File: config.mk
export PLATFORM = sky130hd
export DESIGN_NAME = ptb_isqrt
export DESIGN_NICKNAME = d
export VERILOG_FILES = /design/src/sv/ptb_isqrt.sv
export SDC_FILE = /design/constraint.sdc
export NUM_CORES = 2
export LEC_CHECK = 0
export BUFFER_PORTS_ARGS = -buffer_cell sky130_fd_sc_hd__buf_2
export CAP_MARGIN = 0
export CORE_MARGIN = 5
export CORE_UTILIZATION = 64
export CTS_CLUSTER_DIAMETER = 40
export CTS_CLUSTER_SIZE = 20
export DETAILED_ROUTE_END_ITERATION = 10
export GPL_TIMING_DRIVEN = 0
export PLACE_DENSITY = 0.8
export SETUP_SLACK_MARGIN = 0.15
export SLEW_MARGIN = 20
export SYNTH_ARGS = -nofsm -noshare
export SYNTH_HDL_FRONTEND = slang
export SYNTH_SLANG_ARGS = --single-unit
File: constraint.sdc
create_clock -name aclk -period 11.79 [get_ports aclk]
set_input_delay 1.179 -clock aclk [delete_from_list [all_inputs] [get_ports aclk]]
set_output_delay 1.179 -clock aclk [all_outputs]
set_load 0.02 [all_outputs]
File: src/sv/ptb_isqrt.sv
module ptb_isqrt #(
    parameter int SW = 2
) (
    input  logic          aclk,
    input  logic          aresetn,
    input  logic          in_valid,
    output logic          in_ready,
    input  logic [63:0]   in_value,
    input  logic [SW-1:0] in_side,
    output logic          out_valid,
    input  logic          out_ready,
    output logic [31:0]   out_root,
    output logic [SW-1:0] out_side
);

    localparam int N = 32;

    logic          v_reg    [0:N];
    logic [63:0]   x_reg    [0:N];
    logic [33:0]   rem_reg  [0:N];
    logic [31:0]   root_reg [0:N];
    logic [SW-1:0] side_reg [0:N];
    logic          rdy      [1:N+1];

    always_comb begin
        v_reg[0]    = in_valid;
        x_reg[0]    = in_value;
        rem_reg[0]  = '0;
        root_reg[0] = '0;
        side_reg[0] = in_side;
    end

    assign rdy[N+1] = out_ready;

    genvar i;
    generate
        for (i = 1; i <= N; i++) begin : g_stage
            logic [35:0] rem_sh;
            logic [35:0] trial;
            logic [33:0] rem_next;
            logic [31:0] root_next;

            assign rdy[i] = !v_reg[i] || rdy[i+1];

            always_comb begin
                rem_sh = {rem_reg[i-1], x_reg[i-1][63:62]};
                trial  = {2'b00, root_reg[i-1], 2'b01};
                if (rem_sh >= trial) begin
                    rem_next  = 34'(rem_sh - trial);
                    root_next = {root_reg[i-1][30:0], 1'b1};
                end else begin
                    rem_next  = rem_sh[33:0];
                    root_next = {root_reg[i-1][30:0], 1'b0};
                end
            end

            always_ff @(posedge aclk) begin
                if (!aresetn) begin
                    v_reg[i] <= 1'b0;
                end else if (rdy[i]) begin
                    v_reg[i] <= v_reg[i-1];
                end
                if (rdy[i] && v_reg[i-1]) begin
                    x_reg[i]    <= {x_reg[i-1][61:0], 2'b00};
                    rem_reg[i]  <= rem_next;
                    root_reg[i] <= root_next;
                    side_reg[i] <= side_reg[i-1];
                end
            end
        end
    endgenerate

    assign in_ready  = rdy[1];
    assign out_valid = v_reg[N];
    assign out_root  = root_reg[N];
    assign out_side  = side_reg[N];

endmodule

Word-level counts from Yosys, hierarchy flattened
Cells that the tools add are included.
{"block": "totals", "word_cells": 381, "inputBits": 70, "register_bits": 2639}
{"block": "op_classes", "reduce_logical": 96, "n_addsub": 31, "magnitude_cmp": 32, "n_mux": 63}
{"op": "34-bit two-way mux", "count": 30}
{"op": "36-bit by 10-bit greater-or-equal comparator with 1-bit output", "count": 1}
{"op": "36-bit by 11-bit greater-or-equal comparator with 1-bit output", "count": 1}
{"op": "36-bit by 12-bit greater-or-equal comparator with 1-bit output", "count": 1}
{"op": "36-bit by 13-bit greater-or-equal comparator with 1-bit output", "count": 1}
{"op": "36-bit by 14-bit greater-or-equal comparator with 1-bit output", "count": 1}
{"op": "36-bit by 15-bit greater-or-equal comparator with 1-bit output", "count": 1}
{"op": "36-bit by 16-bit greater-or-equal comparator with 1-bit output", "count": 1}
{"op": "36-bit by 17-bit greater-or-equal comparator with 1-bit output", "count": 1}
{"op": "36-bit by 18-bit greater-or-equal comparator with 1-bit output", "count": 1}
{"op": "36-bit by 19-bit greater-or-equal comparator with 1-bit output", "count": 1}
{"op": "36-bit by 20-bit greater-or-equal comparator with 1-bit output", "count": 1}
{"op": "36-bit by 21-bit greater-or-equal comparator with 1-bit output", "count": 1}
{"op": "36-bit by 22-bit greater-or-equal comparator with 1-bit output", "count": 1}
{"op": "36-bit by 23-bit greater-or-equal comparator with 1-bit output", "count": 1}
{"op": "36-bit by 24-bit greater-or-equal comparator with 1-bit output", "count": 1}
{"op": "36-bit by 25-bit greater-or-equal comparator with 1-bit output", "count": 1}
{"op": "36-bit by 26-bit greater-or-equal comparator with 1-bit output", "count": 1}
{"op": "36-bit by 27-bit greater-or-equal comparator with 1-bit output", "count": 1}
{"op": "36-bit by 28-bit greater-or-equal comparator with 1-bit output", "count": 1}
{"op": "36-bit by 29-bit greater-or-equal comparator with 1-bit output", "count": 1}
{"op": "36-bit by 3-bit greater-or-equal comparator with 1-bit output", "count": 1}
{"op": "36-bit by 30-bit greater-or-equal comparator with 1-bit output", "count": 1}
{"op": "36-bit by 31-bit greater-or-equal comparator with 1-bit output", "count": 1}
{"op": "45 further kinds", "count": 169}

Logic depth before layout (Yosys ltp)
{"block": "depth", "depth_word": 34, "mapped_depth": 14, "mapped_depth_nobuf": 13}

Worst setup path after synthesis
OpenSTA, ideal clock, no wires.
{"block": "synth_path", "path_type": "input -> register", "start": "in out_ready", "end": "reg x_reg (netlist bit g_stage[6].rem_sh[0]), enable pin", "path_stages": 8, "n_path_buf": 1, "arrival_time_ns": 9.179, "t_required_ns": 11.096, "path_slack_ns": 1.917, "setup_time_ns": 0.694, "cell_sequence": "and4b_1 > nand4_1 > nor4_1 > and2_1 > and4_1 > and2_1 > clkbuf_1 > a21boi_0"}
{"block": "synth_between", "elab_chain_len": 29}
{"element": "start: declaration", "line_no": "11", "text": "input logic out_ready,"}
{"element": "1-bit logical OR (28 in a row)", "line_no": "43", "text": "assign rdy[i] = !v_reg[i] || rdy[i+1];"}
{"element": "1-bit logical AND", "line_no": "63", "text": "if (rdy[i] && v_reg[i-1]) begin"}
{"element": "end signal: indexed assignment", "line_no": "64", "text": "x_reg[i] <= {x_reg[i-1][61:0], 2'b00};"}
{"element": "end: declaration", "line_no": "19", "text": "logic [63:0] x_reg [0:N];"}
Every way passes these cells.
A chain may end at the register's enable or synchronous reset.

Worst setup path after layout
{"block": "layout_path", "start": "in out_ready", "end": "out in_ready"}
{"block": "layout_between", "elab_chain_len": 32}
{"element": "1-bit logical OR (32 in a row)", "line_no": "43"}
{"element": "end: declaration", "line_no": "7", "text": "output logic in_ready,"}
Every way passes these cells.

==> results_dict.tcl <==
set metrics [dict create \
    outcome "finished, final reports clean" \
    post-synth-top-area-fraction 0.646 \
    numCtsBuffers 329 \
    yosys-mux-area-fraction 0.00800 \
    antenna_left 0 \
    place.gp.congestion 0.958 \
    synthSimpleGateAreaFrac 0.100 \
    rrSetupSlack_ps 6560 \
    largest_register_ff_count 1050 \
    die-width_microns 442 \
    ys_top_cells_by_area "edfxtp_1, ha_1, xnor2_1" \
    clockBufferDepth 4 \
    fmax_mhz 151 \
    share_clk_of_total_power 0.497 \
    power.switching_fraction 0.218 \
    floorplan.die.height_microns 442 \
    final_util 0.736 \
    syn_area_per_cell_sq_um 13.1 \
    crit_start "out_ready" \
    max_cap_viol_count 0 \
    timing.rr.end "x_reg[2030]$_DFFE_PP_" \
    synth_seq_cells 2604 \
    min_path_type "in2reg" \
    largest_net_degree_at_the_start_of_global_routing 62 \
    synthToLayoutAreaGrowth_pct 14.3 \
    vias 76400 \
    yosysSeqAreaShare 0.651 \
    worstPathArrival_ps 5460 \
    synth_enable_flop_cells 2572 \
    postPlaceCellArea_sq_um 126000 \
    cell_at_the_root_of_the_clock_tree "clkbuf_16" \
    clock_latency_at_the_later_pin_of_the_worst_skew_pair_ps 940 \
    final_nets 10300 \
    critical_path_class "in2out" \
    drt-total-wl_microns 281000 \
    cts.reportedPaths.clkPinSlew_ps 80 \
    timing.final.hold_violations 0 \
    power.ir.vdd_worst_mv 0.226 \
    timing.max_slew.rel_slack 0.232 \
    synth_top_family_by_area "simple AND/OR/NAND/NOR gates" \
    via_count_of_the_first_global_routing_pass 77100 \
    worst_pin_slew_ps 1140 \
    die_area_sq_um 196000 \
    grt.overflow.total 0 \
    synth.lib_cells_used.distinct 93 \
    timing.rr.start "v_reg[1]$_SDFFE_PN0P_" \
    grt_antenna_before_repair 8 \
    yosys.area_share.adder 0.0591 \
    synth_compound_gate_area_share 0.0934 \
    post_synthesis_async_set_or_reset_flop_share 0 \
    layout_commonest_cell "edfxtp_1" \
    initial_core_util 0.644 \
    switching_power_of_the_nets_mw 4.43 \
    drt-initial-drc-count 7306 \
    gate_power_share 0.005 \
    placement.io_buffers 105 \
    post_cts_hold_buffer_count 0 \
    timing.critical_path.to_type "primary output" \
    grt_util_all_layers 0.283 \
    syn-cell-area_sq_um 120000 \
    cell_taking_the_most_area_after_synthesis "edfxtp_1" \
    cts.sinks 2604 \
    floorplan.rows 158 \
    core_region_area_sq_um 186000 \
    vias_cell 6.15 \
    wire_length_of_the_first_global_routing_pass_microns 436000 \
    r2r.worst_path.cells 12 \
    worst_setup_path_start_kind "input port" \
    hold-path-endpoint "x_reg[1986]$_DFFE_PP_" \
    detail_route.wl_per_cell_microns 22.7 \
    postSynthCellCount 9154 \
    layout_cells_sized_above_1 0.0964 \
    htree_num_levels 5 \
    post-route-min-period_ps 6640 \
    rsz0062_at_grt "no" \
    hpwlAfterDp_microns 193000 \
    setup-violations-final 0 \
    crit_fanout 7 \
    remaining_drc_errors 0 \
    leakage_component_of_the_power_nw 50.1 \
    post_cts.repair.setup_buffers 0 \
    timing.hold.ws_ps 383 \
    synth_fp_nets 9789 \
    boundaryPins 106 \
    clock-skew-final_ps 58.5 \
    synth_warnings 0 \
    synthXorXnorAreaFrac 0.0603 \
    finalMaxSlewViolations 0 \
    power.internal_mw 15.9 \
    power.sequential.fraction 0.498 \
    post-route-period-util 0.563 \
    tritoncts_clock_tree "yes" \
    pwr_density_cell_nw_per_um2 149 \
    whs_path_depth 1 \
    finalInstanceArea_sq_um 137000 \
    layout_common_cells "edfxtp_1, inv_1, nand2_1" \
    hp-start "in_value[0]" \
    dominantRegCellSynth "edfxtp_1" \
    timing.critical_path.required_ps 10610 \
    drt_pass1_iterations 8 \
    cts_repair_resize_count 0 \
]
-- critical path, cell delays in order --
cell and delay (ps):
buf_2 100, and4b_1 460, nand4_1 290, nor4_1 1030
and2_1 380, and4_1 390, and2_1 180, clkbuf_1 480
and4_1 580, nand3_1 170, buf_2 200
-- worst max-delay path by stage --
stage	slack [ps]	to
after global placement	-1500	x_reg[1777]$_DFFE_PP_
after detailed placement	5420	in_ready
after global routing	4970	in_ready
final	5150	in_ready
after floorplan	1920	g_stage[6].rem_sh[0]$_DFFE_PP_
after CTS	5170	in_ready
-- synth_stat cells (125+ instances only) --
cell and number:
a21o_1 167, a21oi_1 542, clkbuf_1 134, edfxtp_1 2572
ha_1 565, inv_1 714, nand2_1 600, nand2b_1 125
nand3_1 158, nor2_1 578, nor3_1 231, nor4_1 134
o21a_1 132, o21ai_0 483, xnor2_1 415, xor2_1 408
-- layout make-up --
cell class                      instances  area [sq um]
Sequential cell                      2604         77900
Fill cell                           11000         49000
Multi-Input combinational cell       5683         38700
Clock buffer                          342          8390
Tap cell                             2480          3100
Clock inverter                        245          2730
Inverter                              720          2700
Timing Repair Buffer                  193          2570
Buffer                                147           579
Antenna cell                            5          12.5
-- per-stage QoR --
stage	cells	setup TNS (ps)	setup WS [ps]	power, mW
finish	12400	0	5150	20.3
global route	12400	0	4970	20.9
CTS	12400	0	5170	20.4
detailed placement	11800	0	5420	10.4
global placement	11700	-268450	-1500	10.4
floorplan	9154	0	1920	10.4
-- metal layers --
layer | up-vias | share of wire | GRT usage
li1 | 35100 | - | -
met5 | - | 0.000092 | 0
met1 | 37000 | 0.36 | 0.329
met3 | 938 | 0.056 | 0.0410
met4 | 4 | 0.057 | 0.140
met2 | 3336 | 0.52 | 0.515
-- cells by family after synthesis --
group / after synthesis
simple gates: 2404
flops: 2604
buf+inv: 867
mux: 86
compound gates: 1804
other cells: 1
xor+xnor: 823
fa+ha+maj: 565
-- power by group through the flow --
stage	logic, mW	clock network, mW	registers, mW
floorplan	0.0528	0	10.3
global placement	0.0806	0	10.3
detailed placement	0.100	0	10.3
CTS	0.109	10.2	10.1
global route	0.116	10.6	10.1
finish	0.110	10.1	10.1
Power figures use the tool's default switching activity.
